<file path="src/scl_pkg.sv">
// Package with the parser phase type, character codes and helper functions.
`default_nettype none

package scl_pkg;

    typedef enum logic [3:0] {
        PH_P0       = 4'd0,
        PH_P1       = 4'd1,
        PH_P2       = 4'd2,
        PH_P3       = 4'd3,
        PH_P4       = 4'd4,
        PH_P5       = 4'd5,
        PH_P6       = 4'd6,
        PH_NUM1_PRE = 4'd7,
        PH_NUM1     = 4'd8,
        PH_NUM2_PRE = 4'd9,
        PH_NUM2     = 4'd10,
        PH_NUM3_PRE = 4'd11,
        PH_NUM3     = 4'd12,
        PH_DONE     = 4'd13,
        PH_FAIL     = 4'd14
    } t_phase;

    localparam logic [7:0]  CH_LF    = 8'h0A;
    localparam logic [7:0]  CH_TAB   = 8'h09;
    localparam logic [7:0]  CH_CR    = 8'h0D;
    localparam logic [7:0]  CH_SPACE = 8'h20;
    localparam logic [7:0]  CH_PLUS  = 8'h2B;
    localparam logic [7:0]  CH_MINUS = 8'h2D;
    localparam logic [7:0]  CH_COMMA = 8'h2C;
    localparam logic [7:0]  CH_ZERO  = 8'h30;
    localparam logic [7:0]  CH_NINE  = 8'h39;

    localparam logic [31:0] MAG_LIMIT = 32'h8000_0000;
    localparam logic [31:0] POS_MAX   = 32'h7FFF_FFFF;

    // Characters of the command prefix "SPEEDS:".
    function automatic logic [7:0] prefix_char(input logic [2:0] idx);
        logic [7:0] ch;
        case (idx)
            3'd0:    ch = 8'h53;
            3'd1:    ch = 8'h50;
            3'd2:    ch = 8'h45;
            3'd3:    ch = 8'h45;
            3'd4:    ch = 8'h44;
            3'd5:    ch = 8'h53;
            3'd6:    ch = 8'h3A;
            default: ch = 8'h00;
        endcase
        return ch;
    endfunction

    // Two's complement bits of a parsed number, positive side saturated.
    function automatic logic [31:0] num_bits(input logic [31:0] mag, input logic neg);
        logic [31:0] bits;
        if (neg) begin
            bits = 32'd0 - mag;
        end else if (mag[31]) begin
            bits = POS_MAX;
        end else begin
            bits = mag;
        end
        return bits;
    endfunction

endpackage

`default_nettype wire

</file>
<file path="src/speed_command_line_parser_unit.sv">
// Top level of the speed command line parser.
//
// Input stream: one received serial byte per transaction on i_s_axis_tdata.
// Bytes are gathered into lines that end at a newline byte or when a line
// reaches MAX_LINE-1 bytes. Each line is matched on the fly against
// "SPEEDS:<int>,<int>,<int>"; on a match the three stored speeds are replaced.
// Output stream: exactly one transaction per finished line, carrying the
// accepted and line-cut flags in tuser and the three stored speeds in tdata.
// Result: the output is registered and becomes valid in the cycle after the line-ending byte is taken.
// Throughput: one byte per cycle while the output register is free or draining;
// the per-byte work is a multiply-by-ten accumulate and a phase update.
// The output register holds one result. While it is full and the receiver
// holds tready low, the input tready goes low; a byte is still taken in the
// same cycle the pending result is drained.
// Reset (synchronous, active low) clears the parser, empties the output
// register and sets all stored speeds to zero.
`default_nettype none

module speed_command_line_parser_unit
    import scl_pkg::*;
#(
    parameter int MAX_LINE = 64
) (
    input  wire         i_clk,
    input  wire         i_rst_n,
    input  wire         i_s_axis_tvalid,
    output logic        o_s_axis_tready,
    input  wire  [7:0]  i_s_axis_tdata,   // [7:0] rx_byte
    output logic        o_m_axis_tvalid,
    input  wire         i_m_axis_tready,
    output logic [95:0] o_m_axis_tdata,   // [31:0] speed_one, [63:32] speed_two,
                                          // [95:64] speed_three
    output logic [1:0]  o_m_axis_tuser    // [0] accepted, [1] line_cut
);

    localparam int LEN_W = $clog2(MAX_LINE);
    localparam logic [LEN_W-1:0] LEN_LAST = LEN_W'(MAX_LINE - 2);

    t_phase            r_phase, n_phase;
    logic [LEN_W-1:0]  r_len;
    logic [31:0]       r_num, n_num;
    logic              r_neg, n_neg;
    logic              r_has, n_has;
    logic [31:0]       r_first, n_first;
    logic [31:0]       r_second, n_second;
    logic [31:0]       r_speed0, r_speed1, r_speed2;
    logic              r_out_valid;
    logic              r_out_accepted;
    logic              r_out_cut;

    logic [7:0]  c;
    logic        take;
    logic        is_digit;
    logic        is_space;
    logic        is_sign;
    logic        is_lf;
    logic        line_end;
    logic        line_ok;
    logic [35:0] mul10;
    logic [35:0] acc;
    logic [31:0] acc_sat;

    assign c        = i_s_axis_tdata;
    assign take     = i_s_axis_tvalid && o_s_axis_tready;
    assign is_digit = (c >= CH_ZERO) && (c <= CH_NINE);
    assign is_space = (c == CH_SPACE) || ((c >= CH_TAB) && (c <= CH_CR));
    assign is_sign  = (c == CH_PLUS) || (c == CH_MINUS);
    assign is_lf    = (c == CH_LF);

    // Next magnitude: value * 10 + digit, saturated to 2^31.
    assign mul10   = {1'b0, r_num, 3'b000} + {3'b000, r_num, 1'b0};
    assign acc     = mul10 + {32'd0, c[3:0]};
    assign acc_sat = (acc > {4'd0, MAG_LIMIT}) ? MAG_LIMIT : acc[31:0];

    // Phase transitions for one received byte.
    always_comb begin
        n_phase = r_phase;
        unique case (r_phase) inside
            PH_P0, PH_P1, PH_P2, PH_P3, PH_P4, PH_P5, PH_P6: begin
                n_phase = (c == prefix_char(r_phase[2:0])) ? t_phase'(r_phase + 4'd1)
                                                           : PH_FAIL;
            end
            PH_NUM1_PRE, PH_NUM2_PRE, PH_NUM3_PRE: begin
                if (is_space) begin
                    n_phase = r_phase;
                end else if (is_sign || is_digit) begin
                    n_phase = t_phase'(r_phase + 4'd1);
                end else begin
                    n_phase = PH_FAIL;
                end
            end
            PH_NUM1, PH_NUM2, PH_NUM3: begin
                if (is_digit) begin
                    n_phase = r_phase;
                end else if (!r_has) begin
                    n_phase = PH_FAIL;
                end else if (r_phase == PH_NUM3) begin
                    n_phase = PH_DONE;
                end else if (c == CH_COMMA) begin
                    n_phase = t_phase'(r_phase + 4'd1);
                end else begin
                    n_phase = PH_FAIL;
                end
            end
            PH_DONE, PH_FAIL: begin
                n_phase = r_phase;
            end
            default: begin
                n_phase = PH_FAIL;
            end
        endcase
    end

    // Number and captured-value updates for one received byte.
    always_comb begin
        n_num    = r_num;
        n_neg    = r_neg;
        n_has    = r_has;
        n_first  = r_first;
        n_second = r_second;
        unique case (r_phase) inside
            PH_NUM1_PRE, PH_NUM2_PRE, PH_NUM3_PRE: begin
                if (!is_space) begin
                    n_num = 32'd0;
                    n_neg = (c == CH_MINUS);
                    n_has = 1'b0;
                    if (is_digit) begin
                        n_num = {28'd0, c[3:0]};
                        n_has = 1'b1;
                    end
                end
            end
            PH_NUM1, PH_NUM2: begin
                if (is_digit) begin
                    n_num = acc_sat;
                    n_has = 1'b1;
                end else if (r_has && (c == CH_COMMA)) begin
                    if (r_phase == PH_NUM1) begin
                        n_first = num_bits(r_num, r_neg);
                    end else begin
                        n_second = num_bits(r_num, r_neg);
                    end
                end
            end
            PH_NUM3: begin
                if (is_digit) begin
                    n_num = acc_sat;
                    n_has = 1'b1;
                end
            end
            default: begin
                n_num = r_num;
            end
        endcase
    end

    assign line_end = take && (is_lf || (r_len == LEN_LAST));
    assign line_ok  = (n_phase == PH_DONE) || ((n_phase == PH_NUM3) && n_has);

    assign o_s_axis_tready = !r_out_valid || i_m_axis_tready;

    always_ff @(posedge i_clk) begin
        if (!i_rst_n) begin
            r_phase        <= PH_P0;
            r_len          <= '0;
            r_num          <= 32'd0;
            r_neg          <= 1'b0;
            r_has          <= 1'b0;
            r_first        <= 32'd0;
            r_second       <= 32'd0;
            r_speed0       <= 32'd0;
            r_speed1       <= 32'd0;
            r_speed2       <= 32'd0;
            r_out_valid    <= 1'b0;
            r_out_accepted <= 1'b0;
            r_out_cut      <= 1'b0;
        end else begin
            if (line_end) begin
                r_phase        <= PH_P0;
                r_len          <= '0;
                r_num          <= 32'd0;
                r_neg          <= 1'b0;
                r_has          <= 1'b0;
                r_first        <= 32'd0;
                r_second       <= 32'd0;
                r_out_valid    <= 1'b1;
                r_out_accepted <= line_ok;
                r_out_cut      <= !is_lf;
                if (line_ok) begin
                    r_speed0 <= n_first;
                    r_speed1 <= n_second;
                    r_speed2 <= num_bits(n_num, n_neg);
                end
            end else begin
                if (take) begin
                    r_phase  <= n_phase;
                    r_len    <= r_len + 1'b1;
                    r_num    <= n_num;
                    r_neg    <= n_neg;
                    r_has    <= n_has;
                    r_first  <= n_first;
                    r_second <= n_second;
                end
                if (i_m_axis_tready) begin
                    r_out_valid <= 1'b0;
                end
            end
        end
    end

    // Stored speeds change only at a line end, which only happens while the
    // output slot is free or draining, so they can feed tdata directly.
    assign o_m_axis_tvalid = r_out_valid;
    assign o_m_axis_tdata  = {r_speed2, r_speed1, r_speed0};
    assign o_m_axis_tuser  = {r_out_cut, r_out_accepted};

`ifndef ASSERT_OFF
    a_parser_cleared: assert property (@(posedge i_clk) disable iff (!i_rst_n)
        $past(i_rst_n) && $past(line_end) |-> (r_phase == PH_P0) && (r_len == '0))
        else $error("parser state not cleared after a line end");

    a_len_bound: assert property (@(posedge i_clk) disable iff (!i_rst_n)
        r_len <= LEN_LAST)
        else $error("line length passed the cut limit");

    a_mag_bound: assert property (@(posedge i_clk) disable iff (!i_rst_n)
        r_num <= MAG_LIMIT)
        else $error("number magnitude above saturation limit");

    a_speeds_hold: assert property (@(posedge i_clk) disable iff (!i_rst_n)
        $past(i_rst_n) && !$past(line_end && line_ok)
            |-> $stable(r_speed0) && $stable(r_speed1) && $stable(r_speed2))
        else $error("stored speeds changed without an accepted line");

    a_stall_only_full: assert property (@(posedge i_clk) disable iff (!i_rst_n)
        !o_s_axis_tready |-> o_m_axis_tvalid)
        else $error("input stalled while output register empty");
`endif

endmodule

`default_nettype wire
</file>
<file path="config.mk">
export PLATFORM = sky130hd
export DESIGN_NAME = speed_command_line_parser_unit
export DESIGN_NICKNAME = d
export VERILOG_FILES = /design/src/scl_pkg.sv /design/src/speed_command_line_parser_unit.sv
export SDC_FILE = /design/constraint.sdc
export NUM_CORES = 1
export LEC_CHECK = 0
export ABC_AREA = 1
export BUFFER_PORTS_ARGS = -buffer_cell sky130_fd_sc_hd__buf_2
export CAP_MARGIN = 5
export CORE_UTILIZATION = 45
export DETAILED_ROUTE_END_ITERATION = 12
export HOLD_SLACK_MARGIN = 0.06
export REMOVE_ABC_BUFFERS = 1
export SETUP_SLACK_MARGIN = 0.5
export SLEW_MARGIN = 40
export SYNTH_ARGS = -nofsm -noshare
export SYNTH_HDL_FRONTEND = slang
export SYNTH_SLANG_ARGS = --single-unit
</file>
<file path="constraint.sdc">
create_clock -name i_clk -period 5.28 [get_ports i_clk]
set_clock_uncertainty 0.15 [all_clocks]
set_input_delay 1.584 -clock i_clk [delete_from_list [all_inputs] [get_ports i_clk]]
set_output_delay 1.584 -clock i_clk [all_outputs]
set_load 0.05 [all_outputs]
</file>
* After elaboration in Yosys (flattened, before gate mapping)
Index checks and enable logic that the tools add are counted.
Word-level totals: register bits 207, output and inout port bits 100, word-level logic and storage cells 115
Cells by class: eq/ne operators 29, bitwise logic cells 1, muxes and demuxes 35, order comparisons 5, add/subtract/negate cells 6, reductions and logical operators 26
Operators by type and width (count):
- 32-bit two-way mux | 13
- 32-bit one-hot mux with 2 select lines | 1
- 1-bit by 32-bit subtractor with 32-bit output (first input constant) | 2
- 31-bit two-way mux | 2
- 35-bit by 33-bit adder with 36-bit output | 1
- 36-bit by 4-bit adder with 36-bit output | 1
- 4-bit equality test (second input constant) | 9
- 36-bit by 32-bit > comparator with 1-bit output (second input constant) | 1
- 7-bit one-hot mux with 5 select lines | 1
- 8-bit by 6-bit equality test with 1-bit output (second input constant) | 4
- 4-bit two-way mux | 8
- 4-bit by 3-bit equality test with 1-bit output (second input constant) | 4
- 4-bit one-hot mux with 4 select lines | 1
- 2-bit OR reduction | 5
- 3-bit equality test (second input constant) | 3
- 4-bit by 2-bit equality test with 1-bit output (second input constant) | 2
- 8-bit by 4-bit equality test with 1-bit output (second input constant) | 1
- 8-bit equality test | 1
- 8-bit by 4-bit greater-or-equal comparator with 1-bit output (second input constant) | 1
- 8-bit by 6-bit greater-or-equal comparator with 1-bit output (second input constant) | 1
- 8-bit by 4-bit less-or-equal comparator with 1-bit output (second input constant) | 1
- 8-bit by 6-bit less-or-equal comparator with 1-bit output (second input constant) | 1
- 8-bit two-way mux | 1
- 1-bit two-way mux | 7
- 17 further kinds | 30

* Depth between registers and ports, before layout
depth after elaboration 11, mapped depth 34

* Worst setup path after synthesis
OpenSTA, ideal clock, no wires.
kind input -> register, from in i_s_axis_tdata[3], to reg r_speed2[28], path buffers 0, data required time 4998 ps, path slack -57 ps, cell stages on the path 30, setup time 132 ps, arrival time 5055 ps, cell sequence inv_1 -> fa_1 -> fa_1 -> inv_1 -> nand3_1 -> nand2_1 -> nand2_1 -> nand2_1 -> nand2_1 -> nand2_1 -> nand2_1 -> nand3_1 -> nor2_1 -> nand3_1 -> nor2_1 -> nand2_1 -> nand2_4 -> nand2_2 -> o22ai_1 -> a21oi_1 -> ha_1 -> nand3_1 -> nor2_1 -> nand3_1 -> nand2_1 -> nand3_2 -> nor2_1 -> nand3_1 -> nand3_1 -> a21oi_1
Between the ends: word-level cells in the longest chain between the ends 10, elaborated cells between the ends (all ways) 46
Ends and longest elaborated chain:
- start: declaration | line speed_command_line_parser_unit.sv:28 | input wire [7:0] i_s_axis_tdata,
- branches (longest 10 deep; another with 36-bit by 4-bit adder with 36-bit output)
- end signal: assignment | line speed_command_line_parser_unit.sv:192 | r_speed2 <= num_bits(n_num, n_neg);
- end: declaration | line speed_command_line_parser_unit.sv:46 | logic [31:0] r_speed0, r_speed1, r_speed2;
Several ways; the timed one is not identified. A chain may end at the register's enable or synchronous reset.

* Final worst setup path
from in i_s_axis_tdata[3], to reg r_speed2[20]
Same word-level chain as after synthesis.

==> impl_metrics.tcl <==
set metrics [dict create \
    status "finished, final reports clean" \
    instances_no_fill 2948 \
    dieArea_um2 33100 \
    root_buffer "clkbuf_16" \
    track_usage 0.313 \
    cap_violations 0 \
    drt-total-wl_um 52900 \
    postRouteAntennaNets 0 \
    cpMostUsedCell "nand2_2" \
    areaGrowthSynthToFinish_pct 25.1 \
    post-route-drc-count 0 \
    gp_congestion 0.952 \
    ir_worst_vdd_mv 0.231 \
    clockBufferDepth 3 \
    synth-edff-count 0 \
    crit_path_end "r_speed2[20]" \
    grt_pass1_vias 14900 \
    io_buffers 111 \
    cp_data_required_time_ns 5.58 \
    grt_pass1_wl_um 81900 \
    rsz0062_at_grt "yes" \
    r2r-start "r_num[0]" \
    dp_slack_ns -0.654 \
    antenna_cells 0 \
    worstMarginPinSlew_ns 0.853 \
    end_kind "register" \
    syn_inst 2338 \
    num_vias 16100 \
    wl_per_cell_um 17.9 \
    ys.flop_type "dfxtp_1" \
    grt_overflow_total 0 \
    ys_top_cells_by_count "nand2_1, inv_1, o21ai_0, nor2_1, a21oi_1" \
    drt_iter0_drc 1126 \
    syn_area_um2 14600 \
    htree_levels 1 \
    clk_pin_slew_ns 0.06 \
    fin_nets 2617 \
    yosysTopAreaCell "dfxtp_1" \
    grt_max_degree 98 \
    r2r_cells 28 \
    dp_hpwl_um 39200 \
    r2r-end "r_speed2[20]" \
    cts_tree "yes" \
    ff2ff_setup_slack_ns 0.44 \
    max_stage_delay_ns 0.45 \
    hold_path.class "register to register" \
    synth-seq-cells 207 \
    finalSetupViolations 0 \
    worst_skew_pair.late_latency_ns 0.53 \
    p_leak_nw 9.04 \
    numCtsBuffers 25 \
    synth_most_common_cell "nand2_1" \
    fin_ws_ns 0.220 \
    postSynth.asyncResetShare 0 \
    fin_crit_sh 0.958 \
    antenna_found_initial 0 \
    start_util 0.459 \
    place_inst 2876 \
    slowest_stage "fa_1" \
    min_period_ns 5.06 \
    ys_seq_area_frac 0.284 \
    io_pins 112 \
    clock-sinks 207 \
    rows 65 \
    yosys_warnings 0 \
    die_w_um 182 \
    die_height_um 182 \
    n_fill_cell 3209 \
    drv_slew 0 \
    fmax_ghz 0.198 \
    crit_fanout 5 \
    critPathLaunchType "input port" \
    path_class "input port to register" \
    crit_arrival_ns 5.36 \
    layout-drive-gt1-share 0.217 \
    slew-limit-headroom 0.429 \
    drt_pass1_iterations 5 \
    syn_avg_cell_area_um2 6.23 \
    power_density_nw_per_um2 277 \
    hold_violations 0 \
    viasPerCell 5.45 \
    synthTopCellsByArea "dfxtp_1, nand2_1, o21ai_0, inv_1, a21oi_1" \
    synth_top_area_share 0.284 \
    core_area_um2 31700 \
    yosysUniqueCellTypes 55 \
    critical_path.startpoint "i_s_axis_tdata[3]" \
]
==> cell usage in the layout, fill, tap and decap left out, types with 5 or more instances in the layout <==
master | netlist | final
buf_4 | 4 | 144
buf_2 | 21 | 109
a21oi_1 | 226 | 221
nand3b_1 | 9 | 9
o211ai_1 | 9 | 9
inv_1 | 331 | 324
o21ai_2 | 2 | 12
nand2_2 | 14 | 71
a21oi_2 | 0 | 5
nand3_2 | 7 | 27
o31ai_1 | 7 | 5
ha_1 | 72 | 66
xor2_1 | 10 | 10
nand3_1 | 125 | 94
mux2i_1 | 24 | 24
nor3_2 | 4 | 5
o21ai_1 | 14 | 8
a211oi_1 | 13 | 13
nand3_4 | 0 | 11
inv_2 | 18 | 23
nor2_1 | 227 | 203
nand2_4 | 2 | 16
o22ai_1 | 8 | 7
nand2_1 | 512 | 440
nand4_1 | 26 | 26
o21ai_0 | 271 | 264
dfxtp_1 | 207 | 207
nor2_2 | 17 | 22
nor3_1 | 22 | 21
clkbuf_16 | 0 | 26
a31oi_1 | 6 | 6
buf_12 | 0 | 7
nor2_4 | 3 | 22
ha_4 | 0 | 6
==> cell families after synthesis <==
logic type                 synth area share
buffers and inverters                 0.121
DFF                                   0.284
xor gates and xnor gates             0.0107
muxes                                0.0165
and+or+nand+nor                       0.288
AOI/OAI and AO/OA                     0.215
adders and majority gates            0.0646
==> how the worst min path moves through the flow <==
| stage | start | end | slack [ns] | cells past startpoint |
|---|---|---|---|---|
| after floorplan | r_len[5] | r_len[5] | 0.27 | 1 |
| after global placement | r_len[5] | r_len[5] | 0.29 | 1 |
| after detailed placement | r_len[5] | r_len[5] | 0.30 | 1 |
| after CTS | r_len[5] | r_len[5] | 0.31 | 1 |
| after global routing | r_len[5] | r_len[5] | 0.34 | 1 |
| final | r_speed1[19] | r_speed1[19] | 0.31 | 2 |
==> where the power goes <==
part           switching (W)  internal (W)  leakage (nW)
Combinational        0.00102      0.000634          6.97
Clock               0.000713      0.000998         0.386
Sequential         0.0000684       0.00162          1.69
Total                0.00180       0.00325          9.04
==> routing by layer <==
metal	global-route usage	up-vias	wire length [um]
met2	0.543	495	24700
met5	0	-	0
met4	0.0988	0	1830
met1	0.403	7466	23300
li1	-	8014	-
met3	0.0373	101	3090
==> critical path: cells and delay by family <==
family / cells / cell delay, ns
fa+ha+maj: 2 / 0.83
buf+inv: 4 / 0.38
xor+xnor: 1 / 0.13
simple gates: 20 / 2.10
compound gates: 2 / 0.34
==> state kept, by name (all words and copies together), names as in the netlist <==
register         cells
r_has                1
r_speed1            32
r_speed0            32
r_len                6
o_m_axis_tvalid      1
r_out_accepted       1
r_first             32
r_phase              4
r_second            32
r_neg                1
r_out_cut            1
r_speed2            32
r_num               32
==> through the flow <==
| step | TNS [ns] | power, W | area [um^2] | hold slack [ns] | utilization |
|---|---|---|---|---|---|
| after floorplan | -607.89 | 0.00250 | 14100 | 0.275 | - |
| after global placement | -15.85 | 0.00305 | 16200 | 0.294 | 0.512 |
| after detailed placement | -16.39 | 0.00306 | 16200 | 0.298 | 0.512 |
| after CTS | 0 | 0.00493 | 17700 | 0.310 | 0.559 |
| after global routing | 0 | 0.00528 | 18200 | 0.339 | 0.575 |
| final | 0 | 0.00505 | 18200 | 0.314 | 0.575 |
==> final cells by class <==
class	count	area, um^2	area share
multi-input combinational	1678	9570	0.525
clock inverter	12	135	0.00741
tap	402	503	0.0276
timing repair buffer	266	1880	0.103
clock buffer	30	664	0.0364
sequential	207	4140	0.227
inverter	353	1330	0.0732
==> what timing repair did <==
action / in CTS / in global routing
resized for setup: 141 / 95
endpoints found under the setup margin: 37 / 42
cloned: 2 / 1
pin swaps: 59 / 28
hold buffers: 0 / 0
buffers inserted: 17 / 10
Power figures use the tool's default switching activity.
